<file path="config.mk">
export PLATFORM = sky130hd
export DESIGN_NAME = poll_period_sample_scheduler
export DESIGN_NICKNAME = d
export VERILOG_FILES = /design/src/rtl/core/pps_pkg.sv /design/src/rtl/core/poll_period_sample_scheduler.sv /design/src/rtl/core/pps_div.sv /design/src/rtl/core/pps_front.sv /design/src/rtl/core/pps_queue.sv /design/src/rtl/core/pps_back.sv
export SDC_FILE = /design/constraint.sdc
export NUM_CORES = 1
export LEC_CHECK = 0
export ABC_AREA = 1
export ABC_CLOCK_PERIOD_IN_PS = 7600
export BUFFER_PORTS_ARGS = -buffer_cell sky130_fd_sc_hd__clkbuf_2
export CELL_PAD_IN_SITES_DETAIL_PLACEMENT = 1
export CELL_PAD_IN_SITES_GLOBAL_PLACEMENT = 1
export CORE_ASPECT_RATIO = 0.6
export CORE_MARGIN = 2
export CORE_UTILIZATION = 40
export CTS_BUF_LIST = sky130_fd_sc_hd__clkbuf_2
export CTS_CLUSTER_DIAMETER = 100
export CTS_CLUSTER_SIZE = 12
export DETAILED_ROUTE_END_ITERATION = 7
export PLACE_DENSITY = 0.8
export SYNTH_ARGS = -nofsm -noshare
export SYNTH_HDL_FRONTEND = slang
export SYNTH_SLANG_ARGS = --single-unit
</file>
<file path="constraint.sdc">
create_clock -name clk -period 7.6 [get_ports clk]
set_input_delay 0.76 -clock clk [delete_from_list [all_inputs] [get_ports clk]]
set_output_delay 0.76 -clock clk [all_outputs]
set_load 0.03 [all_outputs]
</file>
<file path="src/rtl/core/pps_pkg.sv">
package pps_pkg;

    localparam int unsigned PeriodW = 16;
    localparam int unsigned CountW  = 8;
    localparam int unsigned SampW   = 7;
    localparam int unsigned IdxW    = 6;
    localparam int unsigned CfgIdxW = 3;

    localparam logic [CfgIdxW-1:0] REG_PLAUSIBLE_FLOOR = 3'd0;
    localparam logic [CfgIdxW-1:0] REG_WARMUP_POLLS    = 3'd1;
    localparam logic [CfgIdxW-1:0] REG_DETECT_POLLS    = 3'd2;
    localparam logic [CfgIdxW-1:0] REG_PERIOD_UNIT     = 3'd3;
    localparam logic [CfgIdxW-1:0] REG_MIN_SPACING     = 3'd4;
    localparam logic [CfgIdxW-1:0] REG_LEAD_TIME       = 3'd5;

    localparam logic [PeriodW-1:0] RST_PLAUSIBLE_FLOOR = 16'd75;
    localparam logic [CountW-1:0]  RST_WARMUP_POLLS    = 8'd5;
    localparam logic [CountW-1:0]  RST_DETECT_POLLS    = 8'd100;
    localparam logic [PeriodW-1:0] RST_PERIOD_UNIT     = 16'd250;
    localparam logic [PeriodW-1:0] RST_MIN_SPACING     = 16'd243;
    localparam logic [PeriodW-1:0] RST_LEAD_TIME       = 16'd237;
    localparam logic [PeriodW-1:0] RST_MIN_PERIOD      = 16'd16384;

    typedef struct packed {
        logic [PeriodW-1:0] plausible_floor;
        logic [CountW-1:0]  warmup_polls;
        logic [CountW-1:0]  detect_polls;
        logic [PeriodW-1:0] period_unit;
        logic [PeriodW-1:0] min_spacing;
        logic [PeriodW-1:0] lead_time;
    } cfg_t;

    typedef struct packed {
        logic               imm;
        logic [SampW-1:0]   n;
        logic [PeriodW-1:0] spacing;
    } cmd_t;

    typedef struct packed {
        logic full;
        logic empty;
    } q_stat_t;

    typedef struct packed {
        logic               start;
        logic [PeriodW-1:0] dividend;
        logic [PeriodW-1:0] divisor;
    } div_req_t;

    typedef struct packed {
        logic               done;
        logic [PeriodW-1:0] quotient;
    } div_rsp_t;

endpackage

</file>
<file path="src/rtl/core/poll_period_sample_scheduler.sv">
// Channel  | Handshake             | Payload
// ---------+-----------------------+-----------------------------------------------
// poll in  | push / full           | poll_period, poll_ack
// result   | empty / pop           | immediate_sample, sample_index, target_time,
//          |                       | last_sample
// config   | cfg_valid / cfg_ready | cfg_index, cfg_data
//
// A poll is classified combinationally and passes a two-word queue to the emitter.
// The emitter loads a poll, then gives one result a cycle while its results are popped.
// A poll that ends detection holds full through up to three 16-step divisions
// on the shared restoring divider.
// Reset restores the register defaults and the detection state; no clearing pass.
// A stalled result holds the emitter; the front runs on until the queue fills.
module poll_period_sample_scheduler #(
    parameter int unsigned MAX_SAMPLES = 64
) (
    input  logic                          clk,
    input  logic                          rst_n,
    input  logic                          push,
    output logic                          full,
    input  logic [pps_pkg::PeriodW-1:0]   poll_period,
    input  logic                          poll_ack,
    output logic                          empty,
    input  logic                          pop,
    output logic                          immediate_sample,
    output logic [pps_pkg::IdxW-1:0]      sample_index,
    output logic [pps_pkg::PeriodW-1:0]   target_time,
    output logic                          last_sample,
    input  logic                          cfg_valid,
    output logic                          cfg_ready,
    input  logic [pps_pkg::CfgIdxW-1:0]   cfg_index,
    input  logic [pps_pkg::PeriodW-1:0]   cfg_data
);
    import pps_pkg::*;

    cfg_t    cfg_reg, cfg_next;
    logic    accept;
    logic    front_busy;
    logic    cmd_push;
    cmd_t    cmd_in;
    cmd_t    cmd_out;
    logic    cmd_pop;
    q_stat_t q_stat;

    assign cfg_ready = 1'b1;
    assign full      = front_busy || q_stat.full;
    assign accept    = push && !full;

    always_comb
    begin
        cfg_next = cfg_reg;
        if (cfg_valid)
        begin
            unique case (cfg_index)
                REG_PLAUSIBLE_FLOOR: cfg_next.plausible_floor = cfg_data;
                REG_WARMUP_POLLS:    cfg_next.warmup_polls    = cfg_data[CountW-1:0];
                REG_DETECT_POLLS:    cfg_next.detect_polls    = cfg_data[CountW-1:0];
                REG_PERIOD_UNIT:     cfg_next.period_unit     = cfg_data;
                REG_MIN_SPACING:     cfg_next.min_spacing     = cfg_data;
                REG_LEAD_TIME:       cfg_next.lead_time       = cfg_data;
                default:             cfg_next                 = cfg_reg;
            endcase
        end
    end

    always_ff @(posedge clk or negedge rst_n)
    begin
        if (!rst_n)
        begin
            cfg_reg.plausible_floor <= RST_PLAUSIBLE_FLOOR;
            cfg_reg.warmup_polls    <= RST_WARMUP_POLLS;
            cfg_reg.detect_polls    <= RST_DETECT_POLLS;
            cfg_reg.period_unit     <= RST_PERIOD_UNIT;
            cfg_reg.min_spacing     <= RST_MIN_SPACING;
            cfg_reg.lead_time       <= RST_LEAD_TIME;
        end
        else
        begin
            cfg_reg <= cfg_next;
        end
    end

    pps_front #(
        .MAX_SAMPLES (MAX_SAMPLES)
    ) u_front (
        .clk         (clk),
        .rst_n       (rst_n),
        .cfg         (cfg_reg),
        .accept      (accept),
        .poll_period (poll_period),
        .poll_ack    (poll_ack),
        .busy        (front_busy),
        .cmd_push    (cmd_push),
        .cmd         (cmd_in)
    );

    pps_queue u_queue (
        .clk   (clk),
        .rst_n (rst_n),
        .push  (cmd_push),
        .wdata (cmd_in),
        .pop   (cmd_pop),
        .rdata (cmd_out),
        .stat  (q_stat)
    );

    pps_back u_back (
        .clk              (clk),
        .rst_n            (rst_n),
        .lead_time        (cfg_reg.lead_time),
        .cmd              (cmd_out),
        .cmd_avail        (!q_stat.empty),
        .cmd_pop          (cmd_pop),
        .pop              (pop),
        .empty            (empty),
        .immediate_sample (immediate_sample),
        .sample_index     (sample_index),
        .target_time      (target_time),
        .last_sample      (last_sample)
    );

`ifndef SYNTHESIS
    a_imm_single : assert property (@(posedge clk) disable iff (!rst_n)
        !empty && immediate_sample |-> last_sample && sample_index == '0
                                       && target_time == '0)
        else $error("immediate word not a single final word");

    a_q_stat : assert property (@(posedge clk) disable iff (!rst_n)
        !(q_stat.full && q_stat.empty))
        else $error("queue both full and empty");

    a_q_no_overrun : assert property (@(posedge clk) disable iff (!rst_n)
        cmd_push |-> !q_stat.full && !front_busy)
        else $error("poll pushed while front unable to take it");

    a_pop_nonempty : assert property (@(posedge clk) disable iff (!rst_n)
        cmd_pop |-> !q_stat.empty)
        else $error("emitter popped an empty queue");
`endif

endmodule

</file>
<file path="src/rtl/core/pps_div.sv">
module pps_div (
    input  logic             clk,
    input  logic             rst_n,
    input  pps_pkg::div_req_t req,
    output pps_pkg::div_rsp_t rsp
);
    import pps_pkg::*;

    logic               busy_reg, busy_next;
    logic               done_reg, done_next;
    logic [3:0]         cnt_reg, cnt_next;
    logic [PeriodW-1:0] rem_reg, rem_next;
    logic [PeriodW-1:0] quo_reg, quo_next;
    logic [PeriodW-1:0] dvs_reg, dvs_next;
    logic [PeriodW:0]   trial;

    always_comb
    begin
        busy_next = busy_reg;
        done_next = 1'b0;
        cnt_next  = cnt_reg;
        rem_next  = rem_reg;
        quo_next  = quo_reg;
        dvs_next  = dvs_reg;
        trial     = {rem_reg, quo_reg[PeriodW-1]};
        if (req.start)
        begin
            busy_next = 1'b1;
            cnt_next  = 4'd15;
            rem_next  = '0;
            quo_next  = req.dividend;
            dvs_next  = req.divisor;
        end
        else if (busy_reg)
        begin
            if (trial >= {1'b0, dvs_reg})
            begin
                rem_next = PeriodW'(trial - {1'b0, dvs_reg});
                quo_next = {quo_reg[PeriodW-2:0], 1'b1};
            end
            else
            begin
                rem_next = trial[PeriodW-1:0];
                quo_next = {quo_reg[PeriodW-2:0], 1'b0};
            end
            cnt_next = cnt_reg - 4'd1;
            if (cnt_reg == 4'd0)
            begin
                busy_next = 1'b0;
                done_next = 1'b1;
            end
        end
    end

    always_ff @(posedge clk or negedge rst_n)
    begin
        if (!rst_n)
        begin
            busy_reg <= 1'b0;
            done_reg <= 1'b0;
            cnt_reg  <= '0;
        end
        else
        begin
            busy_reg <= busy_next;
            done_reg <= done_next;
            cnt_reg  <= cnt_next;
        end
    end

    always_ff @(posedge clk)
    begin
        rem_reg <= rem_next;
        quo_reg <= quo_next;
        dvs_reg <= dvs_next;
    end

    assign rsp.done     = done_reg;
    assign rsp.quotient = quo_reg;

endmodule

</file>
<file path="src/rtl/core/pps_front.sv">
module pps_front #(
    parameter int unsigned MAX_SAMPLES = 64
) (
    input  logic                         clk,
    input  logic                         rst_n,
    input  pps_pkg::cfg_t                cfg,
    input  logic                         accept,
    input  logic [pps_pkg::PeriodW-1:0]  poll_period,
    input  logic                         poll_ack,
    output logic                         busy,
    output logic                         cmd_push,
    output pps_pkg::cmd_t                cmd
);
    import pps_pkg::*;

    typedef enum logic [3:0] {
        F_IDLE    = 4'b0001,
        F_DIV_Q   = 4'b0010,
        F_DIV_SP  = 4'b0100,
        F_DIV_FIX = 4'b1000
    } front_state_t;

    localparam logic [SampW-1:0] MaxN = SampW'(MAX_SAMPLES);

    front_state_t       state_reg, state_next;
    logic               det_reg, det_next;
    logic [CountW-1:0]  cnt_reg, cnt_next;
    logic [PeriodW-1:0] min_reg, min_next;
    logic [SampW-1:0]   n_reg, n_next;
    logic [PeriodW-1:0] sp_reg, sp_next;
    logic [CountW-1:0]  cnt_inc;
    logic [SampW-1:0]   n_calc;
    logic [PeriodW:0]   limit;
    div_req_t           dreq;
    div_rsp_t           drsp;

    pps_div u_div (
        .clk   (clk),
        .rst_n (rst_n),
        .req   (dreq),
        .rsp   (drsp)
    );

    always_comb
    begin
        state_next    = state_reg;
        det_next      = det_reg;
        cnt_next      = cnt_reg;
        min_next      = min_reg;
        n_next        = n_reg;
        sp_next       = sp_reg;
        dreq.start    = 1'b0;
        dreq.dividend = min_reg;
        dreq.divisor  = {{(PeriodW-SampW){1'b0}}, n_reg};
        cmd_push      = accept;
        cmd.imm       = 1'b0;
        cmd.n         = n_reg;
        cmd.spacing   = sp_reg;
        cnt_inc       = (cnt_reg == {CountW{1'b1}}) ? cnt_reg : cnt_reg + 8'd1;
        limit         = {1'b0, min_reg} + {2'b0, min_reg[PeriodW-1:1]};
        n_calc        = (drsp.quotient >= {{(PeriodW-SampW){1'b0}}, MaxN}) ? MaxN
                        : drsp.quotient[SampW-1:0] + 7'd1;
        unique case (state_reg)
            F_IDLE:
            begin
                if (accept)
                begin
                    if (det_reg && poll_ack)
                    begin
                        cnt_next    = cnt_inc;
                        if (cnt_inc > cfg.warmup_polls && poll_period > cfg.plausible_floor
                            && poll_period < min_reg)
                        begin
                            min_next = poll_period;
                        end
                        cmd.imm     = 1'b1;
                        cmd.n       = 7'd1;
                        cmd.spacing = '0;
                        if (cnt_inc >= cfg.detect_polls)
                        begin
                            det_next      = 1'b0;
                            dreq.start    = 1'b1;
                            dreq.dividend = min_next;
                            if (cfg.period_unit == '0)
                            begin
                                n_next       = MaxN;
                                dreq.divisor = {{(PeriodW-SampW){1'b0}}, MaxN};
                                state_next   = F_DIV_SP;
                            end
                            else
                            begin
                                dreq.divisor = cfg.period_unit;
                                state_next   = F_DIV_Q;
                            end
                        end
                    end
                    else if ({1'b0, poll_period} > limit)
                    begin
                        det_next    = 1'b1;
                        cnt_next    = '0;
                        n_next      = 7'd1;
                        sp_next     = '0;
                        cmd.n       = 7'd1;
                        cmd.spacing = '0;
                    end
                end
            end
            F_DIV_Q:
            begin
                if (drsp.done)
                begin
                    n_next       = n_calc;
                    dreq.start   = 1'b1;
                    dreq.divisor = {{(PeriodW-SampW){1'b0}}, n_calc};
                    state_next   = F_DIV_SP;
                end
            end
            F_DIV_SP:
            begin
                if (drsp.done)
                begin
                    sp_next = drsp.quotient;
                    if (drsp.quotient < cfg.min_spacing && n_reg > 7'd1)
                    begin
                        n_next       = n_reg - 7'd1;
                        dreq.start   = 1'b1;
                        dreq.divisor = {{(PeriodW-SampW){1'b0}}, n_reg - 7'd1};
                        state_next   = F_DIV_FIX;
                    end
                    else
                    begin
                        state_next = F_IDLE;
                    end
                end
            end
            F_DIV_FIX:
            begin
                if (drsp.done)
                begin
                    sp_next    = drsp.quotient;
                    state_next = F_IDLE;
                end
            end
            default:
            begin
                state_next = F_IDLE;
            end
        endcase
    end

    assign busy = (state_reg != F_IDLE);

    always_ff @(posedge clk or negedge rst_n)
    begin
        if (!rst_n)
        begin
            state_reg <= F_IDLE;
            det_reg   <= 1'b1;
            cnt_reg   <= '0;
            min_reg   <= RST_MIN_PERIOD;
            n_reg     <= 7'd1;
            sp_reg    <= '0;
        end
        else
        begin
            state_reg <= state_next;
            det_reg   <= det_next;
            cnt_reg   <= cnt_next;
            min_reg   <= min_next;
            n_reg     <= n_next;
            sp_reg    <= sp_next;
        end
    end

endmodule

</file>
<file path="src/rtl/core/pps_queue.sv">
module pps_queue (
    input  logic              clk,
    input  logic              rst_n,
    input  logic              push,
    input  pps_pkg::cmd_t     wdata,
    input  logic              pop,
    output pps_pkg::cmd_t     rdata,
    output pps_pkg::q_stat_t  stat
);
    import pps_pkg::*;

    cmd_t       mem_reg [2];
    logic       wptr_reg, wptr_next;
    logic       rptr_reg, rptr_next;
    logic [1:0] cnt_reg, cnt_next;

    always_comb
    begin
        wptr_next = push ? ~wptr_reg : wptr_reg;
        rptr_next = pop ? ~rptr_reg : rptr_reg;
        cnt_next  = cnt_reg + {1'b0, push} - {1'b0, pop};
    end

    always_ff @(posedge clk or negedge rst_n)
    begin
        if (!rst_n)
        begin
            wptr_reg <= 1'b0;
            rptr_reg <= 1'b0;
            cnt_reg  <= '0;
        end
        else
        begin
            wptr_reg <= wptr_next;
            rptr_reg <= rptr_next;
            cnt_reg  <= cnt_next;
        end
    end

    always_ff @(posedge clk)
    begin
        if (push)
        begin
            mem_reg[wptr_reg] <= wdata;
        end
    end

    assign rdata      = mem_reg[rptr_reg];
    assign stat.full  = (cnt_reg == 2'd2);
    assign stat.empty = (cnt_reg == 2'd0);

endmodule

</file>
<file path="src/rtl/core/pps_back.sv">
module pps_back (
    input  logic                         clk,
    input  logic                         rst_n,
    input  logic [pps_pkg::PeriodW-1:0]  lead_time,
    input  pps_pkg::cmd_t                cmd,
    input  logic                         cmd_avail,
    output logic                         cmd_pop,
    input  logic                         pop,
    output logic                         empty,
    output logic                         immediate_sample,
    output logic [pps_pkg::IdxW-1:0]     sample_index,
    output logic [pps_pkg::PeriodW-1:0]  target_time,
    output logic                         last_sample
);
    import pps_pkg::*;

    logic               act_reg, act_next;
    logic               imm_reg, imm_next;
    logic [SampW-1:0]   n_reg, n_next;
    logic [IdxW-1:0]    idx_reg, idx_next;
    logic [PeriodW-1:0] sp_reg, sp_next;
    logic [PeriodW-1:0] acc_reg, acc_next;
    logic               ov_reg, ov_next;
    logic               o_imm_reg, o_imm_next;
    logic [IdxW-1:0]    o_idx_reg, o_idx_next;
    logic [PeriodW-1:0] o_tgt_reg, o_tgt_next;
    logic               o_last_reg, o_last_next;
    logic               is_last;

    always_comb
    begin
        act_next    = act_reg;
        imm_next    = imm_reg;
        n_next      = n_reg;
        idx_next    = idx_reg;
        sp_next     = sp_reg;
        acc_next    = acc_reg;
        ov_next     = ov_reg;
        o_imm_next  = o_imm_reg;
        o_idx_next  = o_idx_reg;
        o_tgt_next  = o_tgt_reg;
        o_last_next = o_last_reg;
        cmd_pop     = !act_reg && cmd_avail;
        is_last     = imm_reg || (({1'b0, idx_reg} + 7'd1) == n_reg);
        if (cmd_pop)
        begin
            act_next = 1'b1;
            imm_next = cmd.imm;
            n_next   = cmd.n;
            sp_next  = cmd.spacing;
            idx_next = '0;
            acc_next = cmd.spacing;
        end
        if (act_reg && (!ov_reg || pop))
        begin
            ov_next     = 1'b1;
            o_imm_next  = imm_reg;
            o_idx_next  = idx_reg;
            o_tgt_next  = imm_reg ? '0 : acc_reg - lead_time;
            o_last_next = is_last;
            idx_next    = idx_reg + 6'd1;
            acc_next    = acc_reg + sp_reg;
            if (is_last)
            begin
                act_next = 1'b0;
            end
        end
        else if (pop)
        begin
            ov_next = 1'b0;
        end
    end

    always_ff @(posedge clk or negedge rst_n)
    begin
        if (!rst_n)
        begin
            act_reg <= 1'b0;
            ov_reg  <= 1'b0;
        end
        else
        begin
            act_reg <= act_next;
            ov_reg  <= ov_next;
        end
    end

    always_ff @(posedge clk)
    begin
        imm_reg    <= imm_next;
        n_reg      <= n_next;
        idx_reg    <= idx_next;
        sp_reg     <= sp_next;
        acc_reg    <= acc_next;
        o_imm_reg  <= o_imm_next;
        o_idx_reg  <= o_idx_next;
        o_tgt_reg  <= o_tgt_next;
        o_last_reg <= o_last_next;
    end

    assign empty            = !ov_reg;
    assign immediate_sample = o_imm_reg;
    assign sample_index     = o_idx_reg;
    assign target_time      = o_tgt_reg;
    assign last_sample      = o_last_reg;

endmodule
</file>
==> metrics.cfg <==
[status]
status=complete, no violations

[setup_path]
critPathLaunchType=register
worstPathRequired_ns=8.35
cp-end-kind=register
ff2ff_setup_slack_ns=2.55
critical_path_peak_fanout=22
arrival_ns=5.80
crit_type=reg -> reg

[synthesis]
synth_edf_count=150
yosysWarnings=0
synth_flop_cell=edfxtp_1
syn_nets=2330
synth_area_leader_cell=edfxtp_1
ys_seq_elements=310
syn_inst=2136
avgSynthCellArea_um2=8.50
async_flop_share=0.465
synth_top_area_frac=0.248
synth_cell_type_count=55
synth_area_mm2=0.0181
ys_top_cells_by_area=edfxtp_1 (25%), dfrtp_1 (16%), nand2_1 (11%)
synth_seq_area_share=0.467

[die]
die-height_um=169
start_util=0.405
boundaryPins=68
dieArea_mm2=0.0471
core_mm2=0.0448
rows=60
fp.dieW_um=279

[global_routing]
grt_pass1_vias=15800
antenna_found_initial=2
grt_pass1_wl_mm=86.7
grt_max_degree=83
grtUsageTotal=0.233
grt_overflow=0

[place]
dp_hpwl_mm=41.9
io_buffers=66
place_ws_ns=2.66
place_inst=2739
place.gp.congestion=0.925

[pwr]
power.density_mw_per_mm2=267
seq_power_share=0.475
switchingPower_mw=2.11
totalPowerFinal_mw=5.15
leakage_nw=9.01
clkPwrFrac=0.148
vdd_drop_max_v=0.000102
internal_power_mw=3.04
switching_share=0.409
combPwrFrac=0.377

[detailed_routing]
vias_per_cell=5.42
wl_mm=54.8
detail-route-antenna-nets=0
drc=0
drt_iter0_drc=1072
first_pass_iters=5
vias=15200
routedWlPerCell_um=19.6

[clock_network]
cts_sinks=310
clk_pin_slew_ns=0.25
cts_root_buf=clkbuf_2
h-tree-depth=1
cts_tree=done
cts-buffers-inserted=29
cts.path.max_buffers=3
cts_setup_buffers=0
clock_latency_ns=1.05

[timing]
finalClockSkew_ns=0.0973
fin_setup_tns_ns=0
rsz0062_at_grt=no
max_freq_ghz=0.198
period_minus_slack_ns=5.05
setup_viol=0
hold_viol=0
period_share=0.665
slew_headroom=0.200
drv_slew=0
worstMarginPinSlew_ns=1.20
fin_ws_ns=2.55

[finish]
nets=2378
nFillCells=5416
syn2layout_area_growth_pct=6.48
final_cells=2800
largest_reg_flops=80
drive_above_1_share=0.0893

[flow_run]
cap_violations=0

[worst_hold_path]
hp-class=in -> reg

-- synth_stat cells (3+ instances only) --
library cell and n:
nand2_2 3, o21ai_1 17, a21oi_1 130, dfxtp_1 16
clkbuf_1 44, nor3_1 25, nor2_1 128, dfstp_2 31
nand3_1 107, edfxtp_1 150, o22ai_1 9, xnor2_1 28
a21o_1 3, ha_1 149, nor4_1 9, o211ai_1 6
nand3b_1 19, a31oi_1 8, nor2_4 3, o21ai_0 193
fa_1 4, xor2_1 32, inv_1 276, buf_6 3
nand4_1 29, dfrtp_1 113, a21oi_2 9, a21boi_0 3
or2_2 5, a22oi_1 3, buf_2 8, nand2_1 529
inv_2 9, a211oi_1 5, o21bai_1 4
-- worst max-delay path: stages, from the launching register on --
cell and delay, ns:
dfrtp_1 0.41, ha_1 0.18, nand2_1 0.10, nor3_1 0.15, inv_1 0.08, nor2_1 0.15, nand2_1 0.13, inv_1 0.11
nor2_1 0.07, nand3_1 0.08, xor2_1 0.21, inv_1 0.11, ha_1 0.30, inv_1 0.06, nor2_1 0.06, a21oi_1 0.16
nand4_1 0.11, nor2_1 0.63, nand3_1 0.91, o21ai_0 0.52, nand2_1 0.10, nand2_1 0.10, nand2_1 0.06
-- worst paths after layout --
path	start	end	cells after the start
max	u_front.cnt_reg[0]	u_front.u_div.quo_reg[3]	22
max reg2reg	u_front.cnt_reg[0]	u_front.u_div.quo_reg[3]	22
min reg2reg	u_front.det_reg	u_front.det_reg	2
min	cfg_data[10]	cfg_reg[10]	3
max in group asynchronous	rst_n	u_front.sp_reg[2]	3
min in group asynchronous	rst_n	u_front.n_reg[5]	2
-- repair_timing --
action / in CTS / in global routing
hold endpoints to repair: 61 / 0
hold buffers: 3 / 0
gates resized for setup: 0 / 0
-- cell families after synthesis --
logic type,after synthesis,share of synthesized area
other cells,1,0.000207
xor+xnor,60,0.0290
simple gates,864,0.203
fa+ha+maj,153,0.107
flops,310,0.467
compound gates,403,0.120
buf+inv,345,0.0736
-- cells in the final DEF, fill, tap and decap left out, drive strengths merged, types with 3 or more instances in the layout --
master       count
nor3            27
dfstp           31
clkbuf         117
a22oi            3
xor2            32
a211oi           6
nand2          532
nor2           131
diode            5
o211ai           6
dlygate4sd3      3
a21boi           4
xnor2           28
o21ai          210
o21bai           4
a31oi            8
or2              6
o22ai            9
a21o             3
nand4           29
nand3b          19
nor4            10
dfrtp          113
fa               4
edfxtp         150
nand3          109
buf              8
dfxtp           16
ha             149
inv            285
a21oi          139
-- final cells by class --
cell class,count,area [um^2],share of cell area
Clock buffer,52,260,0.0135
Multi-Input combinational cell,1481,8350,0.432
Sequential cell,310,8470,0.438
Clock inverter,1,3.75,0.000194
Timing Repair Buffer,76,419,0.0217
Inverter,286,1070,0.0556
Tap cell,589,737,0.0381
Antenna cell,5,12.5,0.000647
-- metrics by stage --
step                      instance area [um^2]  hold WS (ns)  utilization
after detailed placement                 19000         0.469        0.424
after CTS                                19300        0.0358        0.431
final                                    19300         0.112        0.431
after floorplan                          18100         0.442            -
after global placement                   19000         0.459        0.424
after global routing                     19300        0.0795        0.431
-- per-layer routing --
layer,wire length (um),global-route usage,vias up
met5,0,0,-
met4,1130,0.0505,0
met3,3310,0.0490,75
met2,23300,0.357,334
met1,27000,0.341,7555
li1,-,-,7225
-- power by group through the flow --
stage	logic, mW	clock network [mW]	registers [mW]
floorplan	1.25	0	2.53
detailed placement	1.92	0	2.48
finish	1.94	0.762	2.45
CTS	1.94	0.787	2.45
global route	2.19	0.839	2.49
global placement	1.81	0	2.47
No activity file was read; power rests on OpenSTA's default activity.
